[config.mk]
export PLATFORM = sky130hd
export DESIGN_NAME = callback_handle_table
export DESIGN_NICKNAME = d
export VERILOG_FILES = /design/src/hw/rtl/cht_pkg.sv /design/src/hw/rtl/cht_ram.sv /design/src/hw/rtl/cht_evict.sv /design/src/hw/rtl/callback_handle_table.sv
export SDC_FILE = /design/constraint.sdc
export NUM_CORES = 1
export LEC_CHECK = 0
export BUFFER_PORTS_ARGS = -buffer_cell sky130_fd_sc_hd__buf_2
export CAP_MARGIN = 10
export CORE_ASPECT_RATIO = 1.75
export CORE_UTILIZATION = 25
export CTS_CLUSTER_DIAMETER = 40
export DETAILED_ROUTE_END_ITERATION = 12
export GPL_TIMING_DRIVEN = 0
export HOLD_SLACK_MARGIN = 0.08
export PLACE_DENSITY_LB_ADDON = 0.3
export SKIP_LAST_GASP = 1
export SYNTH_ARGS = -nofsm -noshare
export SYNTH_HDL_FRONTEND = slang
export SYNTH_SLANG_ARGS = --single-unit
export TNS_END_PERCENT = 5
[constraint.sdc]
create_clock -name i_clk -period 16.4 [get_ports i_clk]
set_input_delay 1.64 -clock i_clk [delete_from_list [all_inputs] [get_ports i_clk]]
set_output_delay 1.64 -clock i_clk [all_outputs]
set_load 0.02 [all_outputs]
[src/hw/rtl/cht_pkg.sv]
package cht_pkg;

    // Request kinds
    localparam logic [1:0] KIND_CREATE = 2'd0;
    localparam logic [1:0] KIND_FIRE   = 2'd1;
    localparam logic [1:0] KIND_PRUNE  = 2'd2;

    // Reply status codes
    localparam logic [2:0] ST_CREATED    = 3'd0;
    localparam logic [2:0] ST_NO_HANDLER = 3'd1;
    localparam logic [2:0] ST_FIRED      = 3'd2;
    localparam logic [2:0] ST_NOT_FOUND  = 3'd3;
    localparam logic [2:0] ST_PRUNED     = 3'd4;

    // Eviction LFSR seed
    localparam logic [15:0] LFSR_SEED = 16'hACE1;

    typedef struct packed {
        logic [1:0]         kind;
        logic [15:0]        handler_tag;
        logic [15:0]        context_tag;
        logic signed [63:0] now;
        logic [31:0]        handle;
        logic signed [63:0] time_limit;
    } t_in_word;

    typedef struct packed {
        logic [2:0]  status;
        logic [31:0] new_handle;
        logic        evicted;
        logic [15:0] found_handler;
        logic [15:0] found_context;
        logic [3:0]  freed_count;
        logic [3:0]  occupied;
    } t_out_word;

    // One table entry as held in memory
    typedef struct packed {
        logic [15:0]        id;
        logic [15:0]        handler;
        logic [15:0]        context_tag;
        logic signed [63:0] created;
    } t_entry;

endpackage

[src/hw/rtl/cht_ram.sv]
module cht_ram #(
    parameter int WIDTH = 8,
    parameter int DEPTH = 8
) (
    input  logic                                   i_clk,
    input  logic                                   i_we,
    input  logic [(DEPTH > 1 ? $clog2(DEPTH) : 1)-1:0] i_waddr,
    input  logic [WIDTH-1:0]                       i_wdata,
    input  logic                                   i_re,
    input  logic [(DEPTH > 1 ? $clog2(DEPTH) : 1)-1:0] i_raddr,
    output logic [WIDTH-1:0]                       o_rdata
);

    logic [WIDTH-1:0] r_mem [DEPTH];
    logic [WIDTH-1:0] r_rdata;

    // Write port
    always_ff @(posedge i_clk) begin
        if (i_we) begin
            r_mem[i_waddr] <= i_wdata;
        end
    end

    // Registered read port
    always_ff @(posedge i_clk) begin
        if (i_re) begin
            r_rdata <= r_mem[i_raddr];
        end
    end

    assign o_rdata = r_rdata;

endmodule

[src/hw/rtl/cht_evict.sv]
module cht_evict
    import cht_pkg::*;
#(
    parameter int SLOTS = 8
) (
    input  logic                                   i_clk,
    input  logic                                   i_rst_n,
    input  logic                                   i_start,
    output logic                                   o_done,
    output logic [(SLOTS > 1 ? $clog2(SLOTS) : 1)-1:0] o_slot
);

    localparam int          SW      = (SLOTS > 1) ? $clog2(SLOTS) : 1;
    localparam bit          POW2    = ((SLOTS & (SLOTS - 1)) == 0);
    localparam logic [15:0] MASK    = 16'(SLOTS - 1);
    // Reciprocal of SLOTS scaled by 2^32, rounded up; exact for 16-bit dividends
    localparam logic [63:0] RECIP64 = ((64'd1 << 32) + 64'(SLOTS - 1)) / 64'(SLOTS);
    localparam logic [32:0] RECIP   = RECIP64[32:0];

    logic [15:0] r_lfsr;
    logic        r_busy;
    logic        r_step;
    logic        r_done;
    logic [15:0] r_rem;
    logic [15:0] r_quot;
    logic [15:0] n_lfsr;
    logic [47:0] w_prod;
    logic [15:0] w_qs;

    // Advance the LFSR: taps 16,14,13,11, shift right
    assign n_lfsr = {r_lfsr[0] ^ r_lfsr[2] ^ r_lfsr[3] ^ r_lfsr[5], r_lfsr[15:1]};

    // Quotient by reciprocal multiply, then quotient times SLOTS
    assign w_prod = 48'(r_rem) * 48'(RECIP);
    assign w_qs   = r_quot * 16'(SLOTS);

    // Control: LFSR, busy and done
    always_ff @(posedge i_clk) begin
        if (!i_rst_n) begin
            r_lfsr <= LFSR_SEED;
            r_busy <= 1'b0;
            r_step <= 1'b0;
            r_done <= 1'b0;
        end else begin
            r_done <= i_start ? POW2 : (r_busy && r_step);
            if (i_start) begin
                r_lfsr <= n_lfsr;
                r_busy <= !POW2;
                r_step <= 1'b0;
            end else if (r_busy) begin
                r_step <= 1'b1;
                if (r_step) begin
                    r_busy <= 1'b0;
                end
            end
        end
    end

    // Reduce the new LFSR value modulo SLOTS: by mask, or quotient then remainder
    always_ff @(posedge i_clk) begin
        if (i_start) begin
            r_rem <= POW2 ? (n_lfsr & MASK) : n_lfsr;
        end else if (r_busy) begin
            if (!r_step) begin
                r_quot <= w_prod[47:32];
            end else begin
                r_rem <= r_rem - w_qs;
            end
        end
    end

    assign o_done = r_done;
    assign o_slot = r_rem[SW-1:0];

endmodule

[src/hw/rtl/callback_handle_table.sv]
// Channel | Dir | Handshake                 | Payload
// input   | in  | i_in_valid / o_in_ready   | i_in_data  (t_in_word)
// output  | out | o_out_valid / i_out_ready | o_out_data (t_out_word)
//
// One request at a time. Fire reads the entry on accept, then checks it and fills the result register.
// Create runs the free-slot scan of 8 valid bits a cycle, then writes the entry;
// an eviction picks a victim by mask (SLOTS a power of two) or by reciprocal-multiply modulo.
// Prune walks the entry memory one entry a cycle.
// Synchronous active-low reset clears valid bits, counters and the LFSR; no clearing pass.
// A new request is taken while the previous result waits; a stalled output holds the next.
module callback_handle_table
    import cht_pkg::*;
#(
    parameter int SLOTS = 8
) (
    input  logic      i_clk,
    input  logic      i_rst_n,
    input  logic      i_in_valid,
    output logic      o_in_ready,
    input  t_in_word  i_in_data,
    output logic      o_out_valid,
    input  logic      i_out_ready,
    output t_out_word o_out_data
);

    localparam int SW  = (SLOTS > 1) ? $clog2(SLOTS) : 1;
    localparam int LW  = $clog2(SLOTS + 1);
    localparam int NCH = (SLOTS + 7) / 8;
    localparam int CW  = (NCH > 1) ? $clog2(NCH) : 1;
    localparam int EW  = $bits(t_entry);

    localparam logic [2:0] S_IDLE   = 3'd0;
    localparam logic [2:0] S_SEARCH = 3'd1;
    localparam logic [2:0] S_EVICT  = 3'd2;
    localparam logic [2:0] S_CWR    = 3'd3;
    localparam logic [2:0] S_FIRE   = 3'd4;
    localparam logic [2:0] S_PRUNE  = 3'd5;
    localparam logic [2:0] S_DONE   = 3'd6;

    logic [2:0]       r_state;
    logic [SLOTS-1:0] r_valid;
    logic [LW-1:0]    r_live;
    logic [15:0]      r_id;
    t_in_word         r_in;
    logic [CW-1:0]    r_chunk;
    logic [SW-1:0]    r_slot;
    logic             r_evicted;
    logic [SW:0]      r_idx;
    logic             r_pend;
    logic [SW-1:0]    r_pidx;
    logic [LW-1:0]    r_freed;
    t_out_word        r_res;
    t_out_word        r_out;
    logic             r_ovalid;

    logic              w_accept;
    logic [NCH*8-1:0]  w_vpad;
    logic [7:0]        w_cbits;
    logic              w_any;
    logic [2:0]        w_j;
    logic [CW+2:0]     w_found_full;
    logic              w_last_chunk;
    logic              w_ev_start;
    logic              w_ev_done;
    logic [SW-1:0]     w_ev_slot;
    logic [15:0]       w_id_inc;
    logic [15:0]       w_id_next;
    logic              w_we;
    logic              w_re;
    logic [SW-1:0]     w_raddr;
    t_entry            w_wentry;
    logic [EW-1:0]     w_rdata;
    t_entry            w_rentry;
    logic [SW-1:0]     w_fslot;
    logic              w_fmatch;
    logic              w_idx_end;
    logic              w_old;
    t_out_word         w_res_init;
    t_out_word         w_res_out;
    logic              w_load;

    assign w_accept   = i_in_valid && o_in_ready;
    assign o_in_ready = (r_state == S_IDLE);

    // Scan eight valid bits a cycle for the lowest free slot
    always_comb begin
        w_vpad = '1;
        w_vpad[SLOTS-1:0] = r_valid;
        w_cbits = w_vpad[r_chunk*8 +: 8];
        w_any = 1'b0;
        w_j = 3'd0;
        for (int j = 7; j >= 0; j--) begin
            if (!w_cbits[j]) begin
                w_any = 1'b1;
                w_j = 3'(j);
            end
        end
    end

    assign w_found_full = {r_chunk, w_j};
    assign w_last_chunk = (r_chunk == CW'(NCH - 1));
    assign w_ev_start   = (r_state == S_SEARCH) && !w_any && w_last_chunk;

    // Id counter skips zero
    assign w_id_inc  = r_id + 16'd1;
    assign w_id_next = (w_id_inc == 16'd0) ? 16'd1 : w_id_inc;

    // Entry memory ports
    assign w_we     = (r_state == S_CWR);
    assign w_wentry = '{id: w_id_next, handler: r_in.handler_tag,
                        context_tag: r_in.context_tag, created: r_in.now};
    assign w_idx_end = (r_idx == (SW + 1)'(SLOTS));
    assign w_re = (w_accept && i_in_data.kind == KIND_FIRE)
               || (r_state == S_PRUNE && !w_idx_end);
    assign w_raddr = (r_state == S_PRUNE) ? r_idx[SW-1:0] : i_in_data.handle[16 +: SW];
    assign w_rentry = t_entry'(w_rdata);

    // Fire lookup and prune age check
    assign w_fslot  = r_in.handle[16 +: SW];
    assign w_fmatch = (r_in.handle[31:16] < 16'(SLOTS)) && r_valid[w_fslot]
                   && (w_rentry.id == r_in.handle[15:0]);
    assign w_old    = r_pend && r_valid[r_pidx]
                   && ($signed(w_rentry.created) < $signed(r_in.time_limit));

    // Start each reply cleared but for a default status: no handler for create, not found otherwise
    always_comb begin
        w_res_init        = '0;
        w_res_init.status = (i_in_data.kind == KIND_CREATE) ? ST_NO_HANDLER : ST_NOT_FOUND;
    end

    // Finished reply with the live count attached
    always_comb begin
        w_res_out          = r_res;
        w_res_out.occupied = 4'(r_live);
    end

    assign w_load = (r_state == S_DONE) && (!r_ovalid || i_out_ready);

    cht_ram #(
        .WIDTH (EW),
        .DEPTH (SLOTS)
    ) u_ram (
        .i_clk   (i_clk),
        .i_we    (w_we),
        .i_waddr (r_slot),
        .i_wdata (EW'(w_wentry)),
        .i_re    (w_re),
        .i_raddr (w_raddr),
        .o_rdata (w_rdata)
    );

    cht_evict #(
        .SLOTS (SLOTS)
    ) u_evict (
        .i_clk   (i_clk),
        .i_rst_n (i_rst_n),
        .i_start (w_ev_start),
        .o_done  (w_ev_done),
        .o_slot  (w_ev_slot)
    );

    // Sequencer
    always_ff @(posedge i_clk) begin
        if (!i_rst_n) begin
            r_state  <= S_IDLE;
            r_valid  <= '0;
            r_live   <= '0;
            r_id     <= '0;
            r_pend   <= 1'b0;
        end else begin
            case (r_state)
                S_IDLE: begin
                    if (w_accept) begin
                        r_in    <= i_in_data;
                        r_res   <= w_res_init;
                        r_chunk <= '0;
                        r_idx   <= '0;
                        r_pend  <= 1'b0;
                        r_freed <= '0;
                        case (i_in_data.kind)
                            KIND_CREATE: begin
                                if (i_in_data.handler_tag == 16'd0) begin
                                    r_state <= S_DONE;
                                end else begin
                                    r_state <= S_SEARCH;
                                end
                            end
                            KIND_FIRE:  r_state <= S_FIRE;
                            KIND_PRUNE: r_state <= S_PRUNE;
                            default: begin
                                r_state <= S_DONE;
                            end
                        endcase
                    end
                end
                S_SEARCH: begin
                    if (w_any) begin
                        r_slot    <= w_found_full[SW-1:0];
                        r_evicted <= 1'b0;
                        r_state   <= S_CWR;
                    end else if (w_last_chunk) begin
                        r_evicted <= 1'b1;
                        r_state   <= S_EVICT;
                    end else begin
                        r_chunk <= r_chunk + CW'(1);
                    end
                end
                S_EVICT: begin
                    if (w_ev_done) begin
                        r_slot  <= w_ev_slot;
                        r_state <= S_CWR;
                    end
                end
                S_CWR: begin
                    r_valid[r_slot] <= 1'b1;
                    r_id <= w_id_next;
                    if (!r_evicted) begin
                        r_live <= r_live + LW'(1);
                    end
                    r_res.status     <= ST_CREATED;
                    r_res.new_handle <= {16'(r_slot), w_id_next};
                    r_res.evicted    <= r_evicted;
                    r_state <= S_DONE;
                end
                S_FIRE: begin
                    if (w_fmatch) begin
                        r_valid[w_fslot]    <= 1'b0;
                        r_live              <= r_live - LW'(1);
                        r_res.status        <= ST_FIRED;
                        r_res.found_handler <= w_rentry.handler;
                        r_res.found_context <= w_rentry.context_tag;
                    end else begin
                        r_res.status <= ST_NOT_FOUND;
                    end
                    r_state <= S_DONE;
                end
                S_PRUNE: begin
                    // Issue one read a cycle, check the entry read the cycle before
                    if (!w_idx_end) begin
                        r_pidx <= r_idx[SW-1:0];
                        r_idx  <= r_idx + (SW + 1)'(1);
                        r_pend <= 1'b1;
                    end else begin
                        r_pend <= 1'b0;
                    end
                    if (w_old) begin
                        r_valid[r_pidx] <= 1'b0;
                        r_live  <= r_live - LW'(1);
                        r_freed <= r_freed + LW'(1);
                    end
                    if (w_idx_end && !r_pend) begin
                        r_res.status      <= ST_PRUNED;
                        r_res.freed_count <= 4'(r_freed);
                        r_state <= S_DONE;
                    end
                end
                S_DONE: begin
                    // Hand the word to the output register once it is free
                    if (w_load) begin
                        r_state <= S_IDLE;
                    end
                end
                default: r_state <= S_IDLE;
            endcase
        end
    end

    // Load the output register; drop valid once the word is taken
    always_ff @(posedge i_clk) begin
        if (!i_rst_n) begin
            r_ovalid <= 1'b0;
        end else if (w_load) begin
            r_ovalid <= 1'b1;
            r_out    <= w_res_out;
        end else if (i_out_ready) begin
            r_ovalid <= 1'b0;
        end
    end

    assign o_out_valid = r_ovalid;
    assign o_out_data  = r_out;

    // Live count tracks the valid bits
    a_live_count: assert property (@(posedge i_clk) disable iff (!i_rst_n)
        r_live == LW'($countones(r_valid)))
        else $error("live count out of step with valid bits");

    // Eviction only when every slot is taken
    a_evict_full: assert property (@(posedge i_clk) disable iff (!i_rst_n)
        w_ev_start |-> (&r_valid))
        else $error("eviction started with a free slot");

    // A created handle names a slot in range
    a_handle_range: assert property (@(posedge i_clk) disable iff (!i_rst_n)
        (o_out_valid && o_out_data.status == ST_CREATED)
        |-> (o_out_data.new_handle[31:16] < 16'(SLOTS)))
        else $error("created handle slot out of range");

endmodule

=== Word level (Yosys, flattened, before mapping) ===
Memory sizes are Yosys's and may differ from the RTL's. A register that Yosys moved wholly into a read port is not among the register bits.
Cells that the tools add are included.

* Memory bits (read-only): 0
* Register bits after elaboration: 437
* Memories: 1
* Bits in latches: 0
* Bits of input ports: 198
* Word-level logic and storage cells: 225
* Output and inout port bits: 78
* Bits in writable memories: 896

{| class="wikitable"
|+ Memories
! memory !! words !! width !! rd ports !! clocked after Yosys merged registers in !! write ports !! RTL line !! RTL
|-
| u_ram.r_mem || 8 || 112 || 1 || 1 || 1 || cht_ram.sv:14 || <nowiki>logic [WIDTH-1:0] r_mem [DEPTH];</nowiki>
|}

* Bitwise logic cells: 14
* Add/subtract/negate cells: 7
* Equality and inequality tests: 22
* $mul: 0
* Shift operators: 1
* Order comparisons: 8
* Reduce and logical (&&, ||, !) cells: 57
* Div/mod/pow operators: 0
* Multiplexer cells: 78

{| class="wikitable"
|+ Operators with widths
! operator !! count
|-
| 2-to-1 mux 76 bit || 1
|-
| 2-to-1 mux 3 bit || 22
|-
| one-hot mux 33 bit (2 select lines) || 1
|-
| less-than comparator 64 bit || 1
|-
| one-hot mux 32 bit (2 select lines) || 1
|-
| logical NOT 16 bit || 2
|-
| 2-to-1 mux 32 bit || 1
|-
| AND reduction 4 bit || 8
|-
| 2-to-1 mux 4 bit || 7
|-
| 2-to-1 mux 1 bit || 25
|-
| one-hot mux 4 bit (2 select lines) || 3
|-
| one-hot mux 8 bit (3 select lines) || 1
|-
| one-hot mux 3 bit (6 select lines) || 1
|-
| AND reduction 3 bit || 6
|-
| adder 16 x 1 -> 16 bit (second input constant) || 1
|-
| AND 8 bit || 2
|-
| equality test 16 bit || 1
|-
| less-than comparator 16 x 4 -> 1 bit (second input constant) || 1
|-
| 2-to-1 mux 16 bit || 1
|-
| 2-to-1 mux 8 bit || 2
|-
| NOT 8 bit || 2
|-
| nonzero test 2 bit || 8
|-
| subtractor 16 bit || 1
|-
| logical AND 1 bit || 15
|-
| 36 further kinds || 73
|}

=== Longest topological paths before layout ===
* Depth in word-level cells: 14
* Mapped depth: 10
* Mapped depth without buffers: 10

=== Cells and area by module ===
A second synthesis with hierarchy kept.

* Cell total of the unflattened synthesis: 2517
* Area, all modules: 53019.6 µm²

{| class="wikitable"
|+ Modules (own cells, without submodules)
! module !! instances !! area each (µm²) !! seq. area each (µm²) !! cells an instance
|-
| cht_ram || 1 || 37279.5 || 30269.0 || 1419
|-
| callback_handle_table || 1 || 14910.6 || 10540.1 || 1031
|-
| cht_evict || 1 || 829.5 || 470.5 || 67
|}

=== Least setup slack after synthesis ===
Ideal clock, no wire load.

* Path type: register -> register
* Start point: reg r_state[0]
* End point: reg r_valid[0]
* Required time: 16293 ps
* Path buffers: 2
* Stages on the path, launching flop included: 8
* Setup time: 107 ps
* Clock period less this slack: 12683 ps
* Data arrival time: 12576 ps
* Slack: 3717 ps
* Cell sequence: dfxtp_1 -> clkbuf_1 -> nand2_1 -> or2_2 -> clkbuf_1 -> nor4_1 -> o21ai_0 -> a21oi_1

* Word-level cells in the longest chain between the ends: 3
* Elaborated cells on any way between the ends: 8

{| class="wikitable"
|+ Ends and longest elaborated chain
! item !! RTL line !! RTL
|-
| from (decl) || callback_handle_table.sv:40 || <nowiki>logic [2:0] r_state;</nowiki>
|-
| from (signal assigned) || callback_handle_table.sv:165 || <nowiki>r_state <= S_IDLE;</nowiki>
|-
| from (signal assigned) || callback_handle_table.sv:183 || <nowiki>r_state <= S_DONE;</nowiki>
|-
| from (signal assigned) || callback_handle_table.sv:185 || <nowiki>r_state <= S_SEARCH;</nowiki>
|-
| equality test 3 bit or equality test 3 x 2 -> 1 bit (tied branches) || callback_handle_table.sv:171 || <nowiki>case (r_state)</nowiki>
|-
| inequality test 2 bit (no line) or nonzero test 3 bit (tied branches) || n/a ||
|-
| AND reduction 3 bit (no line) || n/a ||
|-
| to (signal assigned) || callback_handle_table.sv:166 || <nowiki>r_valid <= '0;</nowiki>
|-
| to (signal, indexed assignment) || callback_handle_table.sv:215 || <nowiki>r_valid[r_slot] <= 1'b1;</nowiki>
|-
| to (signal, indexed assignment) || callback_handle_table.sv:227 || <nowiki>r_valid[w_fslot] <= 1'b0;</nowiki>
|-
| to (decl) || callback_handle_table.sv:41 || <nowiki>logic [SLOTS-1:0] r_valid;</nowiki>
|}

Several ways; a longest one is shown, not always the timed one.
A chain may end at the register's enable or synchronous reset.

=== Worst setup path after layout ===
* Start point: reg r_state[0]
* End point: mem u_ram.r_mem[1][45] in the netlist's numbering (enable)

* Word-level cells in the longest chain between the ends: 3

{| class="wikitable"
|+ Ends and longest elaborated chain
! item !! RTL line !! RTL
|-
| equality test 3 x 2 -> 1 bit || callback_handle_table.sv:109 || <nowiki>assign w_we = (r_state == S_CWR);</nowiki>
|-
| 2-to-1 mux 1 bit || cht_ram.sv:19 || <nowiki>if (i_we) begin</nowiki>
|-
| 2-to-1 mux 1 bit (not written as such) || cht_ram.sv:20 || <nowiki>r_mem[i_waddr] <= i_wdata;</nowiki>
|-
| to (decl) || cht_ram.sv:14 ||
|}

No other way between the ends.

==> summary.txt <==
Post-synth EDFFs -> 1340
layout cells sized above 1 -> 33.01%
CORE AREA -> 209200 µm²
Synth area leader -> edfxtp_1
highest-count cells in the layout ignoring fill and taps -> edfxtp_1, buf_2, mux4_2, clkbuf_16, mux2_2
WP data required -> 16.94 ns
slowest stage delay, CP -> 0.68 ns
Syn Inst Count -> 2565
Area contributors post-synth -> edfxtp_1, mux4_2, mux2_2
status -> finished, final reports clean
leakage -> 0.02157 µW
Die Wd -> 349.2 µm
sequential power share -> 49.9%
Psw -> 1841 µW
number of clock sinks -> 1392
Post-CTS Hold Fix Bufs -> 0
vias in the first global route -> 27240
gpl congestion -> 0.8049
FILL cells -> 20230
Die H -> 609.5 µm
drt drc -> 0
largest net degree at the start of global routing -> 43
TritonCTS clock tree -> built
first-pass GRT wire length -> 190700 µm
DR WL/cell -> 21.84 µm
Max FO, Critical Path -> 9
Top delay family on crit path -> simple AND/OR/NAND/NOR gates
DIE AREA -> 212800 µm²
Clock Pin Slew Worst Setup and Hold Paths -> 0.06 ns
Pre-antenna DRT Iters -> 5
grt ovf -> 0
FP Rows -> 222
Post-synth top flop -> edfxtp_1
PortBufs -> 262
ys async rst share -> 0%
storage element area -> 41280 µm²
CP Buf/Inv Count -> 8
hpwl dp -> 92120 µm
Setup crit start kind -> flop
TritonCTS buffer count -> 164
Clock Tree Root -> clkbuf_16
post-CTS setup repair buffer count -> 0
Final ANT Viol Nets -> 0
Synth warnings -> 0
Starting Density -> 25.21%
Slowest-stage cell, CP -> nor2_1
critical path endpoint category -> flop
Multi-input gate area -> 10670 µm²
Sw Share -> 22.51%
worst rel slew slack -> 16.26%
Max Slew Vio Count -> 0
fin crit period -> 4.285 ns
cell mode on critical path -> buf_6
post-DR vias/cell -> 4.196
Max Root-Sink Buffers -> 4
Crit path arrival time -> 4.83 ns
Max Clock Freq -> 0.2333 GHz
GRT Util Overall -> 12.41%
Seq/Total Area, Yosys -> 78.29%
WS Path Type -> reg2reg
Ports -> 276
WL final -> 132300 µm
Post-Route Utilization -> 31.01%
Internal Power -> 6339 µW
Clock Latency Late Sink -> 0.84 ns
Clock Power Share -> 44.5%
Critical Path, Cell by Cell -> clkbuf_1, nand2_1, nor2_1, nand2_1, nor3_2, buf_6, buf_6, buf_8, buf_6, buf_6, buf_6, buf_6
dpl ws -> 11.40 ns
Min-Delay Path Class -> reg2reg
Power Density -> 126.1 nW/µm²
Synth Register Bits -> 1392
H-tree depth -> 4
post-synth top area share -> 76.31%
initial antenna violation count -> 8
MaxCap Viol Count -> 0
post-synth cell types -> 62
mapped cell area -> 52730 µm²
clk_skew -> 0.07958 ns
VDD IR-drop max -> 0.1211 mV
Vias -> 25430
fin nets -> 3410
RSZ-0062 raised after global routing -> false
Synth-to-Final Area Change -> 22.99%
commonest non-fill, non-tap cell in the layout -> edfxtp_1
combinational share of power -> 5.6%
Iteration-0 DRC Markers -> 1726
mean post-synth cell area -> 20.56 µm²
post_cts resized -> 0
measured slew at the worst slew-check pin -> 1.221 ns
Final WS setup -> 12.11 ns
Fin. Hold Viols -> 0
# setup viols final -> 0
Final period util -> 26.13%
[power groups by stage]
stage          Clock [µW]  Combinational [µW]  Sequential (µW)
2_1_floorplan           0                 268             4150
4_1_cts              3770                 479             4080
5_1_grt              3870                 504             4090
3_5_place_dp            0                 477             4160
6_report             3640                 457             4080
3_3_place_gp            0                 442             4200
[per-layer routing]
metal	share of wire, %	track usage, %	routed length [µm]
met5	0.020	0	27
met2	53	22.50	69680
met1	41	14.81	53810
met4	3.1	4.134	4054
met3	3.6	1.900	4769
[path summary, 6_finish.rpt]
path | startpoint | endpoint | slack [ns] | cells after the start
setup / recovery | r_state[0] | u_ram.r_mem[1][45] | 12.11 | 12
hold / removal | r_res[32] | o_out_data[32] | 0.41 | 0
hold reg to reg | r_res[32] | o_out_data[32] | 0.41 | 0
setup reg to reg | r_state[0] | u_ram.r_mem[1][45] | 12.11 | 12
[synth_stat cells (4+ instances only)]
| cell | n |
|---|---|
| buf_6 | 18 |
| nand3_1 | 35 |
| o21ai_0 | 38 |
| nand3b_1 | 4 |
| clkbuf_1 | 46 |
| edfxtp_1 | 1340 |
| a21oi_1 | 71 |
| nor2b_1 | 7 |
| xor2_1 | 18 |
| nand2_1 | 103 |
| mux2_2 | 118 |
| dfxtp_1 | 52 |
| xnor2_1 | 30 |
| nand4_1 | 26 |
| buf_2 | 29 |
| nor3_1 | 19 |
| nor3b_1 | 4 |
| and3_1 | 9 |
| inv_1 | 82 |
| and2_1 | 49 |
| mux4_2 | 224 |
| nor2_1 | 61 |
| or3_1 | 6 |
| nand2b_1 | 9 |
| a31oi_1 | 6 |
| nor4_1 | 11 |
| a221oi_1 | 4 |
| mux2i_1 | 8 |
| buf_4 | 13 |
| ha_1 | 72 |
[cells by family (layout without fill, tap and decap cells)]
group / after synthesis / in the layout / share of synthesized area [%]
other cells: 1 / 15 / 0.007112
fa+ha+maj: 73 / 73 / 1.746
simple gates: 360 / 360 / 3.483
buf+inv: 191 / 871 / 1.777
mux: 352 / 352 / 12.31
compound gates: 148 / 148 / 1.595
flops: 1392 / 1392 / 78.29
xor+xnor: 48 / 48 / 0.7973
[state kept, by name (all words and copies together) (netlist names), 3 cells and up]
register	count
r_id	16
u_ram.o_rdata	112
u_ram.r_mem	896
u_evict.r_rem	3
r_live	4
u_evict.r_lfsr	16
r_slot	3
r_in	192
r_pidx	3
r_valid	8
r_res	59
r_idx	4
r_freed	4
o_out_data	63
r_state	3
[through the flow]
step	instances	TNS, ns	hold WS, ns	power [µW]	instance area [µm²]
floorplan	2577	0	0.4003	4421	52770
global placement	5639	-3953.12	0.4041	4646	57590
detailed placement	5773	0	0.4052	4637	59480
CTS	6057	0	0.4145	8328	64850
global route	6058	0	0.4246	8464	64850
finish	6059	0	0.4134	8181	64850
[cell type report]
class / instances / share of cell area, %
Clock inverter: 95 / 1.709
Tap cell: 2800 / 5.402
Buffer: 108 / 0.9685
Clock buffer: 189 / 6.571
Antenna cell: 2 / 0.007717
Multi-Input combinational cell: 994 / 16.45
Inverter: 83 / 0.4804
Sequential cell: 1392 / 63.65
Timing Repair Buffer: 396 / 4.765
Power figures use the tool's default switching activity.
